File: src/rtl/periodic_task_scheduler_watchdog_core_defines.svh
// ----------------------------------------------------------------------------
// Scheduler assertion macros
// Concurrent assertion shorthands used at the end of the top level.
// ----------------------------------------------------------------------------
`ifndef PERIODIC_TASK_SCHEDULER_WATCHDOG_CORE_DEFINES_SVH
`define PERIODIC_TASK_SCHEDULER_WATCHDOG_CORE_DEFINES_SVH

// Same-cycle implication, disabled while reset is active.
`define PTSW_ASSERT_SAME(label, clk, rst_n, ante, cons) \
    label: assert property (@(posedge clk) disable iff (!rst_n) (ante) |-> (cons)) \
        else $error("scheduler assertion failed");

// Next-cycle implication, disabled while reset is active.
`define PTSW_ASSERT_NEXT(label, clk, rst_n, ante, cons) \
    label: assert property (@(posedge clk) disable iff (!rst_n) (ante) |=> (cons)) \
        else $error("scheduler assertion failed");

`endif

File: src/rtl/ptsw_pkg.sv
// ----------------------------------------------------------------------------
// Scheduler package
// Operation codes, sequencer states and task-entry types.
// ----------------------------------------------------------------------------
`default_nettype none

package ptsw_pkg;

    localparam logic [2:0] OP_RUN     = 3'd0;
    localparam logic [2:0] OP_ADD     = 3'd1;
    localparam logic [2:0] OP_ENABLE  = 3'd2;
    localparam logic [2:0] OP_DISABLE = 3'd3;
    localparam logic [2:0] OP_PERIOD  = 3'd4;

    typedef enum logic [2:0] {
        ST_IDLE   = 3'b001,
        ST_PASS   = 3'b010,
        ST_FINISH = 3'b100
    } state_t;

    typedef struct packed {
        logic [31:0] period;
        logic [31:0] deadline;
        logic [31:0] last_run;
    } entry_t;

    typedef struct packed {
        logic period;
        logic deadline;
        logic last_run;
    } wmask_t;

    typedef struct packed {
        logic        due;
        logic        late;
        logic        waiting;
        logic [31:0] rem;
    } eval_t;

endpackage

`default_nettype wire

File: src/rtl/ptsw_mem.sv
// ----------------------------------------------------------------------------
// Task table memory
// One write port with per-field enables, one read port with registered data.
// ----------------------------------------------------------------------------
`default_nettype none

module ptsw_mem #(
    parameter int DEPTH = 8,
    parameter int AW    = 3
) (
    input  wire logic            clk,
    input  wire logic            wr_en,
    input  wire logic [AW-1:0]   wr_addr,
    input  wire ptsw_pkg::wmask_t wr_mask,
    input  wire ptsw_pkg::entry_t wr_data,
    input  wire logic            rd_en,
    input  wire logic [AW-1:0]   rd_addr,
    output ptsw_pkg::entry_t     rd_data
);

    ptsw_pkg::entry_t mem [DEPTH];

    always_ff @(posedge clk)
    begin
        if (wr_en)
        begin
            if (wr_mask.period)
            begin
                mem[wr_addr].period <= wr_data.period;
            end
            if (wr_mask.deadline)
            begin
                mem[wr_addr].deadline <= wr_data.deadline;
            end
            if (wr_mask.last_run)
            begin
                mem[wr_addr].last_run <= wr_data.last_run;
            end
        end
    end

    always_ff @(posedge clk)
    begin
        if (rd_en)
        begin
            rd_data <= mem[rd_addr];
        end
    end

endmodule

`default_nettype wire

File: src/rtl/ptsw_eval.sv
// ----------------------------------------------------------------------------
// Task entry evaluator
// Decides whether one task is due, late against its deadline, and its wait.
// ----------------------------------------------------------------------------
`default_nettype none

module ptsw_eval (
    input  wire ptsw_pkg::entry_t entry,
    input  wire logic [31:0]      now,
    input  wire logic             enabled,
    output ptsw_pkg::eval_t       result
);

    logic [31:0] elapsed;
    logic        reached;

    assign elapsed = now - entry.last_run;
    assign reached = (elapsed >= entry.period);

    // A due task is stamped with now, so it is not reported late in the same pass.
    always_comb
    begin
        result.due     = enabled && reached;
        result.waiting = enabled && !reached;
        result.late    = enabled && !reached && (entry.deadline != 32'd0)
                         && (elapsed >= entry.deadline);
        result.rem     = entry.period - elapsed;
    end

endmodule

`default_nettype wire

File: src/rtl/periodic_task_scheduler_watchdog_core.sv
// ----------------------------------------------------------------------------
// Periodic task scheduler with watchdog check
// Task table in memory; run passes walk the table one entry per cycle.
// ----------------------------------------------------------------------------
// Usage:
//   Input channel (in_valid / in_stall) carries one command item: run pass,
//   add task, enable, disable or set period. Output channel (out_valid /
//   out_stall) returns exactly one result item per command.
//   A table command goes to ST_FINISH on acceptance and returns its item once
//   the output register is free. A run pass reads the tasks added so far, one
//   table entry per cycle, through the memory's single read port in ST_PASS,
//   then returns its item from ST_FINISH; with an empty table it goes straight
//   to ST_FINISH. One command is in work at a time; the next one is accepted
//   in the cycle after the result is registered.
//   in_stall is high while a command is in work.
//   A stalled result stays in the output register; a finished command waits
//   for that register to free up before it lets the next command in.
//   Reset clears the task count and all enable flags; no memory clearing
//   pass is needed, as only entries written by an add are ever read.
// ----------------------------------------------------------------------------
`default_nettype none

`include "periodic_task_scheduler_watchdog_core_defines.svh"

module periodic_task_scheduler_watchdog_core #(
    parameter int TASKS = 8
) (
    input  wire logic        clk,
    input  wire logic        rst_n,
    input  wire logic        in_valid,
    output logic             in_stall,
    input  wire logic [2:0]  operation,
    input  wire logic [31:0] now,
    input  wire logic [2:0]  task_index,
    input  wire logic [31:0] task_period,
    input  wire logic [31:0] deadline_ms,
    output logic             out_valid,
    input  wire logic        out_stall,
    output logic             ok,
    output logic [2:0]       added_index,
    output logic [7:0]       due_mask,
    output logic             healthy,
    output logic             idle,
    output logic [31:0]      next_wait
);

    localparam int IW = (TASKS > 1) ? $clog2(TASKS) : 1;
    localparam int CW = $clog2(TASKS + 1);

    ptsw_pkg::state_t state_reg, state_next;
    logic [CW-1:0]    count_reg, count_next;
    logic [TASKS-1:0] enabled_reg, enabled_next;
    logic [CW-1:0]    rd_ptr_reg, rd_ptr_next;
    logic [CW-1:0]    ev_ptr_reg, ev_ptr_next;
    logic             ev_valid_reg, ev_valid_next;
    logic             out_valid_reg, out_valid_next;

    logic [31:0] now_reg, now_next;
    logic        res_ok_reg, res_ok_next;
    logic [2:0]  res_added_reg, res_added_next;
    logic [7:0]  res_due_reg, res_due_next;
    logic        res_healthy_reg, res_healthy_next;
    logic        res_idle_reg, res_idle_next;
    logic [31:0] res_wait_reg, res_wait_next;

    logic             ok_reg, ok_next;
    logic [2:0]       added_reg, added_next;
    logic [7:0]       due_reg, due_next;
    logic             healthy_reg, healthy_next;
    logic             idle_reg, idle_next;
    logic [31:0]      wait_reg, wait_next;

    logic             in_accept;
    logic             idx_used;
    logic [IW-1:0]    idx_addr;
    logic             ev_last;
    logic             mem_wr_en;
    logic [IW-1:0]    mem_wr_addr;
    ptsw_pkg::wmask_t mem_wr_mask;
    ptsw_pkg::entry_t mem_wr_data;
    logic             mem_rd_en;
    ptsw_pkg::entry_t mem_rd_data;
    ptsw_pkg::eval_t  ev;

    ptsw_mem #(
        .DEPTH (TASKS),
        .AW    (IW)
    ) u_mem (
        .clk     (clk),
        .wr_en   (mem_wr_en),
        .wr_addr (mem_wr_addr),
        .wr_mask (mem_wr_mask),
        .wr_data (mem_wr_data),
        .rd_en   (mem_rd_en),
        .rd_addr (rd_ptr_reg[IW-1:0]),
        .rd_data (mem_rd_data)
    );

    ptsw_eval u_eval (
        .entry   (mem_rd_data),
        .now     (now_reg),
        .enabled (enabled_reg[ev_ptr_reg[IW-1:0]]),
        .result  (ev)
    );

    assign in_stall  = (state_reg != ptsw_pkg::ST_IDLE);
    assign in_accept = in_valid && !in_stall;
    assign idx_used  = (32'(task_index) < 32'(count_reg));
    assign idx_addr  = IW'(task_index);
    assign mem_rd_en = (state_reg == ptsw_pkg::ST_PASS) && (rd_ptr_reg < count_reg);
    assign ev_last   = (CW'(ev_ptr_reg + CW'(1)) == count_reg);

    always_comb
    begin
        state_next       = state_reg;
        count_next       = count_reg;
        enabled_next     = enabled_reg;
        rd_ptr_next      = rd_ptr_reg;
        ev_ptr_next      = ev_ptr_reg;
        ev_valid_next    = 1'b0;
        out_valid_next   = out_valid_reg;
        now_next         = now_reg;
        res_ok_next      = res_ok_reg;
        res_added_next   = res_added_reg;
        res_due_next     = res_due_reg;
        res_healthy_next = res_healthy_reg;
        res_idle_next    = res_idle_reg;
        res_wait_next    = res_wait_reg;
        ok_next          = ok_reg;
        added_next       = added_reg;
        due_next         = due_reg;
        healthy_next     = healthy_reg;
        idle_next        = idle_reg;
        wait_next        = wait_reg;
        mem_wr_en        = 1'b0;
        mem_wr_addr      = idx_addr;
        mem_wr_mask      = '0;
        mem_wr_data      = '{period: task_period, deadline: deadline_ms, last_run: now};

        if (out_valid_reg && !out_stall)
        begin
            out_valid_next = 1'b0;
        end

        case (state_reg)
            ptsw_pkg::ST_IDLE:
            begin
                if (in_accept)
                begin
                    now_next         = now;
                    res_ok_next      = 1'b0;
                    res_added_next   = 3'd0;
                    res_due_next     = 8'd0;
                    res_healthy_next = 1'b0;
                    res_idle_next    = 1'b0;
                    res_wait_next    = 32'd0;
                    state_next       = ptsw_pkg::ST_FINISH;
                    case (operation)
                        ptsw_pkg::OP_RUN:
                        begin
                            res_ok_next      = 1'b1;
                            res_healthy_next = 1'b1;
                            res_idle_next    = 1'b1;
                            res_wait_next    = '1;
                            rd_ptr_next      = '0;
                            if (count_reg != '0)
                            begin
                                state_next = ptsw_pkg::ST_PASS;
                            end
                        end
                        ptsw_pkg::OP_ADD:
                        begin
                            if (count_reg < CW'(TASKS))
                            begin
                                mem_wr_en   = 1'b1;
                                mem_wr_addr = count_reg[IW-1:0];
                                mem_wr_mask = '{period: 1'b1, deadline: 1'b1, last_run: 1'b1};
                                enabled_next[count_reg[IW-1:0]] = 1'b1;
                                count_next     = CW'(count_reg + CW'(1));
                                res_added_next = 3'(count_reg);
                                res_ok_next    = 1'b1;
                            end
                        end
                        ptsw_pkg::OP_ENABLE:
                        begin
                            if (idx_used)
                            begin
                                // Restart timing at now.
                                mem_wr_en              = 1'b1;
                                mem_wr_mask.last_run   = 1'b1;
                                enabled_next[idx_addr] = 1'b1;
                                res_ok_next            = 1'b1;
                            end
                        end
                        ptsw_pkg::OP_DISABLE:
                        begin
                            if (idx_used)
                            begin
                                enabled_next[idx_addr] = 1'b0;
                                res_ok_next            = 1'b1;
                            end
                        end
                        ptsw_pkg::OP_PERIOD:
                        begin
                            if (idx_used)
                            begin
                                mem_wr_en          = 1'b1;
                                mem_wr_mask.period = 1'b1;
                                res_ok_next        = 1'b1;
                            end
                        end
                        default:
                        begin
                            res_ok_next = 1'b0;
                        end
                    endcase
                end
            end

            ptsw_pkg::ST_PASS:
            begin
                // Issue the next read while the previous entry is evaluated.
                if (mem_rd_en)
                begin
                    rd_ptr_next   = CW'(rd_ptr_reg + CW'(1));
                    ev_ptr_next   = rd_ptr_reg;
                    ev_valid_next = 1'b1;
                end
                if (ev_valid_reg)
                begin
                    if (ev.due)
                    begin
                        mem_wr_en            = 1'b1;
                        mem_wr_addr          = ev_ptr_reg[IW-1:0];
                        mem_wr_mask.last_run = 1'b1;
                        mem_wr_data.last_run = now_reg;
                        res_due_next         = res_due_reg | (8'd1 << ev_ptr_reg);
                        res_idle_next        = 1'b0;
                    end
                    if (ev.late)
                    begin
                        res_healthy_next = 1'b0;
                    end
                    if (ev.waiting && (ev.rem < res_wait_reg))
                    begin
                        res_wait_next = ev.rem;
                    end
                    if (ev_last)
                    begin
                        state_next = ptsw_pkg::ST_FINISH;
                    end
                end
            end

            ptsw_pkg::ST_FINISH:
            begin
                // Hold until the output register is free.
                if (!out_valid_reg || !out_stall)
                begin
                    out_valid_next = 1'b1;
                    ok_next        = res_ok_reg;
                    added_next     = res_added_reg;
                    due_next       = res_due_reg;
                    healthy_next   = res_healthy_reg;
                    idle_next      = res_idle_reg;
                    wait_next      = res_wait_reg;
                    state_next     = ptsw_pkg::ST_IDLE;
                end
            end

            default:
            begin
                state_next = ptsw_pkg::ST_IDLE;
            end
        endcase
    end

    always_ff @(posedge clk or negedge rst_n)
    begin
        if (!rst_n)
        begin
            state_reg     <= ptsw_pkg::ST_IDLE;
            count_reg     <= '0;
            enabled_reg   <= '0;
            rd_ptr_reg    <= '0;
            ev_ptr_reg    <= '0;
            ev_valid_reg  <= 1'b0;
            out_valid_reg <= 1'b0;
        end
        else
        begin
            state_reg     <= state_next;
            count_reg     <= count_next;
            enabled_reg   <= enabled_next;
            rd_ptr_reg    <= rd_ptr_next;
            ev_ptr_reg    <= ev_ptr_next;
            ev_valid_reg  <= ev_valid_next;
            out_valid_reg <= out_valid_next;
        end
    end

    always_ff @(posedge clk)
    begin
        now_reg         <= now_next;
        res_ok_reg      <= res_ok_next;
        res_added_reg   <= res_added_next;
        res_due_reg     <= res_due_next;
        res_healthy_reg <= res_healthy_next;
        res_idle_reg    <= res_idle_next;
        res_wait_reg    <= res_wait_next;
        ok_reg          <= ok_next;
        added_reg       <= added_next;
        due_reg         <= due_next;
        healthy_reg     <= healthy_next;
        idle_reg        <= idle_next;
        wait_reg        <= wait_next;
    end

    assign out_valid   = out_valid_reg;
    assign ok          = ok_reg;
    assign added_index = added_reg;
    assign due_mask    = due_reg;
    assign healthy     = healthy_reg;
    assign idle        = idle_reg;
    assign next_wait   = wait_reg;

    `PTSW_ASSERT_SAME(a_count_bound, clk, rst_n, 1'b1, 32'(count_reg) <= 32'(TASKS))
    `PTSW_ASSERT_SAME(a_eval_in_table, clk, rst_n,
        (state_reg == ptsw_pkg::ST_PASS) && ev_valid_reg, ev_ptr_reg < count_reg)
    `PTSW_ASSERT_NEXT(a_finish_delivers, clk, rst_n,
        (state_reg == ptsw_pkg::ST_FINISH) && (!out_valid_reg || !out_stall),
        out_valid_reg && (state_reg == ptsw_pkg::ST_IDLE))
    `PTSW_ASSERT_SAME(a_due_not_idle, clk, rst_n, out_valid_reg, !(idle_reg && (due_reg != 8'd0)))

endmodule

`default_nettype wire

File: config.mk
export PLATFORM = sky130hd
export DESIGN_NAME = periodic_task_scheduler_watchdog_core
export DESIGN_NICKNAME = d
export VERILOG_FILES = /design/src/rtl/ptsw_pkg.sv /design/src/rtl/ptsw_mem.sv /design/src/rtl/ptsw_eval.sv /design/src/rtl/periodic_task_scheduler_watchdog_core.sv
export VERILOG_INCLUDE_DIRS = /design/src /design/src/rtl
export SDC_FILE = /design/constraint.sdc
export NUM_CORES = 1
export LEC_CHECK = 0
export ABC_AREA = 0
export BUFFER_PORTS_ARGS = -buffer_cell sky130_fd_sc_hd__buf_2
export CORE_ASPECT_RATIO = 1.4
export CORE_MARGIN = 3
export CORE_UTILIZATION = 55
export CTS_BUF_LIST = sky130_fd_sc_hd__clkbuf_2 sky130_fd_sc_hd__clkbuf_4 sky130_fd_sc_hd__clkbuf_8
export CTS_CLUSTER_DIAMETER = 30
export CTS_CLUSTER_SIZE = 12
export DETAILED_ROUTE_END_ITERATION = 7
export PLACE_DENSITY_LB_ADDON = 0.2
export SYNTH_ARGS = -nofsm -noshare
export SYNTH_HDL_FRONTEND = slang
export SYNTH_HIERARCHICAL = 1
export SYNTH_SLANG_ARGS = --single-unit
File: constraint.sdc
create_clock -name clk -period 17.5 [get_ports clk]
set_clock_uncertainty 0.05 [all_clocks]
set_input_delay 3.5 -clock clk [delete_from_list [all_inputs] [get_ports clk]]
set_output_delay 3.5 -clock clk [all_outputs]
set_load 0.005 [all_outputs]
======== Yosys cells after proc, flatten, opt, wreduce, memory -nomap -nowiden ========
Memory sizes are Yosys's and may differ from the RTL's. A register that Yosys moved wholly into a read port is not among the register bits.
Index checks and enable logic that the tools add are counted.
word-level totals
  register bits after elaboration ......... 149
  latch bits .............................. 0
  bits in writable memories ............... 768
  ROM bits ................................ 0
  bits of input ports ..................... 106
  output and inout port bits .............. 48
  word-level logic and storage cells ...... 173
  memories ................................ 1
memory list
  name       depth  width  read ports  clocked after memory_dff  wr ports  line            text
  u_mem.mem  8      96     1           1                         1         ptsw_mem.sv:21  ptsw_pkg::entry_t mem [DEPTH];
operators by class
  $add $sub $neg .......................... 5
  multipliers ............................. 0
  div/mod/pow operators ................... 0
  $lt $le $gt $ge ......................... 11
  equality and inequality tests ........... 21
  shift operators ......................... 1
  multiplexer cells ....................... 76
  bitwise logic cells ..................... 5
  reduce and logical (&&, ||, !) cells .... 33
operator list
  kind                 count
  $mux 32              7
  $ge 32x32->1         2
  $pmux 32 s2          1
  $sub 32x32->32       2
  $mux 8               6
  $mux 3               13
  $lt 32x32->1         1
  $reduce_bool 32->1   1
  $mux 1               29
  $or 8x8->8           3
  $pmux 8 s3           1
  $reduce_and 4->1     6
  $ne 2x2->1 const B   10
  $pmux 8 s2           1
  $pmux 1 s2           7
  $add 4x1->4 const B  3
  $lt 3x4->1 const B   3
  $mux 4               3
  $logic_and 1x1->1    10
  $eq 3x2->1 const B   3
  $pmux 3 s3           1
  $and 8x8->8          1
  $not 8->8            1
  $pmux 4 s2           1
  other kinds (25)     36

======== Logic depth before layout (Yosys ltp) ========
  depth after elaboration ................. 9
  mapped depth ............................ 30
  gate-level depth less buffers ........... 29

======== Cells and area by module ========
Netlist, hierarchy kept.
modules (own cells, without submodules)
  module                                 instances  cells an instance  area each (µm²)  sequential area each (µm²)
  ptsw_mem                               1          1,241              31,869.3         25,944.9
  periodic_task_scheduler_watchdog_core  1          539                7,174.4          4,350.4
  ptsw_eval                              1          650                4,425.5          0.0

======== Worst setup path after synthesis ========
No wires, ideal clock.
  path type ............................... register to register
  start point ............................. reg now_reg[0]
  end point ............................... reg res_wait_reg[0], enable pin
  library setup time ...................... 0.421 ns
  data arrival time ....................... 6.531 ns
  required time ........................... 17.029 ns
  setup slack ............................. 10.498 ns
  stages on the path, launching flop included .. 31
  path buffers ............................ 1
  clock period less this slack ............ 7.002 ns
  cells stage by stage .................... edfxtp_1 > inv_1 > ha_1 > inv_1 > fa_1 > a211oi_1 > o21ai_1 > a32oi_1 > a21oi_1 > a22o_1 > nor2_2 > o21ai_1 > xor2_1 > inv_1 > ha_1 > clkbuf_1 > nand2_1 > nor3_1 > o211ai_1 > nand3_1 > nor3b_1 > o311a_1 > o21a_1 > nor2_1 > xnor2_1 > ha_1 > o21ai_0 > o211ai_1 > nor4b_1 > o22ai_1 > nor2_1
RTL lines
  element                 line                                          text
  from (decl)             periodic_task_scheduler_watchdog_core.sv:58   logic [31:0] now_reg, now_next;
  from (signal assigned)  periodic_task_scheduler_watchdog_core.sv:304  now_reg <= now_next;
  to (signal assigned)    periodic_task_scheduler_watchdog_core.sv:310  res_wait_reg <= res_wait_next;
  to (decl)               periodic_task_scheduler_watchdog_core.sv:64   logic [31:0] res_wait_reg, res_wait_next;

==> flow_summary_export.csv <==
group,metric,value,unit
setup_path,critPathCaptureType,"register",
timing,hold_viol,0,
final_layout,fin_cells,3832,
power,pwr-share-seq,43.8,%
timing,setup_viol,0,
yosys,syn_area,43470,sq um
timing,tightest_slew,1.211,ns
clock_tree,clk_latency,0.81,ns
yosys,yosysSeqAreaShare,69.69,%
setup_path,critical_path_arrival,8.18,ns
clock_tree,root_buffer,"clkbuf_8",
power,power_density,137.0,nW/um^2
detailed_routing,drt-total-wl,99040,microns
power,ir_drop,0.1282,mV
floorplan,initial_core_util,55.64,%
detailed_routing,drc,0,
status,status,"finished, final reports clean",
clock_tree,cts_setup_buffers,0,
power,p_int,4.688,mW
global_route,grt_pass1_wl,149000,microns
yosys,syn_nets,2678,
global_route,grt_pass1_vias,24104,
timing,finalSetupTns,0,ns
clock_tree,ctsResizeCount,0,
yosys,synth.distinct_cells,84,
yosys,synth_area_leaders,"edfxtp_1 68%, mux4_2 10%, ha_1 4.0%",
detailed_routing,drt_pass1_iterations,5,
clock_tree,cts_tree,"built",
yosys,synth_top_area_share,68.25,%
final_layout,final_cell_mix,"988 x edfxtp_1, 194 x mux4_2, 153 x buf_2, 149 x inv_1, 147 x clkbuf_8",
yosys,synth.avg_cell_area,17.89,sq um
placed_design,hpwl,64100,microns
power,power_frac_comb,25.3,%
final_layout,largest_register,"u_mem/mem",
global_route,grt_max_degree,84,
detailed_routing,drtIter0Drc,1922,
detailed_routing,vias,22863,
yosys,synthCells,2430,
yosys,ys_seq_elements,1013,
power,p_leak,16.92,nW
timing,fin_crit,7.809,ns
yosys,synth_warnings,6,
clock_tree,clockBufferDepth,3,
yosys,synth_flop_cell,"edfxtp_1",
power,clkPwrFrac,30.9,%
final_layout,drive_above_1_share,28.81,%
setup_path,start_kind,"register",
clock_tree,cts_buffers,143,
hold_path,hold_class,"reg2reg",
final_layout,largest_reg_flops,768,
final_layout,fin_area,48690,sq um
setup_path,crit_type,"reg2reg",
timing,finalCritPeriodShare,44.62,%
power,switching_power,1.983,mW
global_route,grt.total_usage,24.28,%
setup_path,cp.required,17.87,ns
yosys,async_reset_ff_share,2.468,%
yosys,yosys.area.top_type,"edfxtp_1",
yosys,synth_edf_count,988,
detailed_routing,drtAntennaViolNets,0,
placed_design,portBuffers,153,
setup_path,critPathMaxFanout,36,
floorplan,die_h,338.6,microns
final_layout,nets,2911,
clock_tree,cts_sinks,1013,
detailed_routing,wl_met1,38340,microns
clock_tree,hold_buffers,0,
final_layout,n_fill_cell,5657,
placed_design,dpl_cell_area,45430,sq um
floorplan,core-area,78120,sq um
final_layout,mostFrequentLayoutCell,"edfxtp_1",
placed_design,gp_congestion,0.9543,
timing,fmax,0.1281,GHz
final_layout,syn_to_final_growth,12.01,%
global_route,antenna_found_initial,17,
floorplan,ios,154,
detailed_routing,wl_per_cell,25.84,microns
clock_tree,h-tree-depth,4,
timing,rsz0062_at_grt,"no",
timing,slew_headroom,19.07,%
final_layout,top_regs,"u_mem/mem (768), u_mem/rd_data (96)",
detailed_routing,met3WireLength,5778,microns
placed_design,dp.cells,3563,
detailed_routing,top_layer,"met5",
detailed_routing,wl_met2,51540,microns
run,maxCapViolCount,0,
detailed_routing,viasPerCell,5.966,
power,switching_share,29.73,%
global_route,grt_overflow,0,
floorplan,die_w,243.6,microns
floorplan,rows,121,
clock_tree,clk_pin_slew,0.07,ns
timing,slew_violations,0,
floorplan,dieArea,82490,sq um
per-layer routing:
layer	GRT usage, %	vias to the layer above
met4	9.002	12
met1	30.65	11712
met3	5.008	197
met2	41.72	784
li1	-	10158
met5	0	-
area by class of cell:
class	instances	area, sq um	area share, %
inverters	150	563.0	1.156
diodes	7	17.52	0.03597
flip-flops and latches	1013	30310	62.24
well taps	1045	1308	2.685
clock inverters	99	1104	2.266
repair buffers	178	965.9	1.984
multi-input cells	1177	12280	25.23
clock buffers	163	2143	4.402
worst max-delay path, cell delays in order, from the launching register on:
cell and delay [ns]:
edfxtp_1 0.40, inv_1 0.08, ha_1 0.17, inv_1 0.06
fa_1 0.42, a211oi_1 0.35, o21ai_1 0.17, a32oi_1 0.27
a21oi_1 0.14, a22o_1 0.32, nor2_2 0.17, o21bai_1 0.11
xor2_1 0.20, inv_1 0.11, ha_1 0.41, and3_1 0.19
nand2_1 0.07, nor3_1 0.40, a211o_1 0.28, a21oi_1 0.08
a31o_2 0.25, and2_1 0.17, and3_2 0.17, buf_4 0.33
a22oi_1 0.28, nand2_1 0.21, or3b_2 0.62, nor2_4 0.88
worst paths after layout:
check / from / cells past startpoint / to / slack, ns
max reg2reg: now_reg[0] / 27 / u_mem/mem[4][49] / 9.69
min in group asynchronous: rst_n / 1 / state_reg[1] / 2.66
min reg2reg: res_ok_reg / 0 / ok / 0.37
max in group asynchronous: rst_n / 1 / rd_ptr_reg[1] / 14.27
max: now_reg[0] / 27 / u_mem/mem[4][49] / 9.69
min: res_ok_reg / 0 / ok / 0.37
synth_stat cells (4+ instances only):
library cell,n
a31oi_1,9
nand2_1,73
dfrtp_1,24
buf_1,17
nor2b_1,8
and2_1,8
a21oi_1,78
o21ai_0,61
nand4_1,18
buf_6,24
nand3_1,29
nand3b_1,6
a2111oi_0,4
nor2_1,86
a22oi_1,4
mux4_2,194
ha_1,140
nor4_1,16
inv_1,150
o211ai_1,7
mux2_4,26
o21a_1,10
a211oi_1,5
mux2_2,103
edfxtp_1,988
o31ai_1,6
o21bai_1,7
a21o_1,73
clkbuf_1,37
or3_1,7
xor2_1,32
buf_2,11
and3_1,12
nor3_1,20
xnor2_1,34
nand2b_1,18
o21ai_1,12
a41oi_1,6
a221oi_1,4
stage by stage:
stage | hold slack, ns | setup WS (ns) | utilization, % | power [mW]
after floorplan | 0.3503 | 10.50 | - | 4.193
final | 0.3729 | 9.691 | 62.33 | 6.671
after CTS | 0.3720 | 9.713 | 62.31 | 6.737
after global placement | 0.3586 | 9.826 | 58.15 | 4.635
after global routing | 0.3646 | 9.243 | 62.31 | 6.987
after detailed placement | 0.3605 | 9.715 | 58.15 | 4.665
cell families (layout without fill, tap and decap cells):
family / count (synthesis) / count (layout) / share of synthesized area, %
AO/OA/AOI/OAI: 328 / 328 / 5.092
other: 0 / 7 / 0
flip-flops: 1013 / 1013 / 69.69
multiplexers: 325 / 325 / 13.66
buffers and inverters: 240 / 590 / 2.527
XOR/XNOR: 66 / 66 / 1.330
adder cells (fa/ha/maj): 142 / 142 / 4.122
AND/OR/NAND/NOR: 316 / 316 / 3.572
power groups by stage:
| stage | Sequential [mW] | Clock, mW | Combinational [mW] |
|---|---|---|---|
| final | 2.92 | 2.06 | 1.69 |
| after global routing | 2.93 | 2.22 | 1.84 |
| after CTS | 2.92 | 2.11 | 1.71 |
| after detailed placement | 2.97 | 0 | 1.69 |
| after global placement | 2.97 | 0 | 1.66 |
| after floorplan | 2.89 | 0 | 1.31 |
Power figures use the tool's default switching activity.
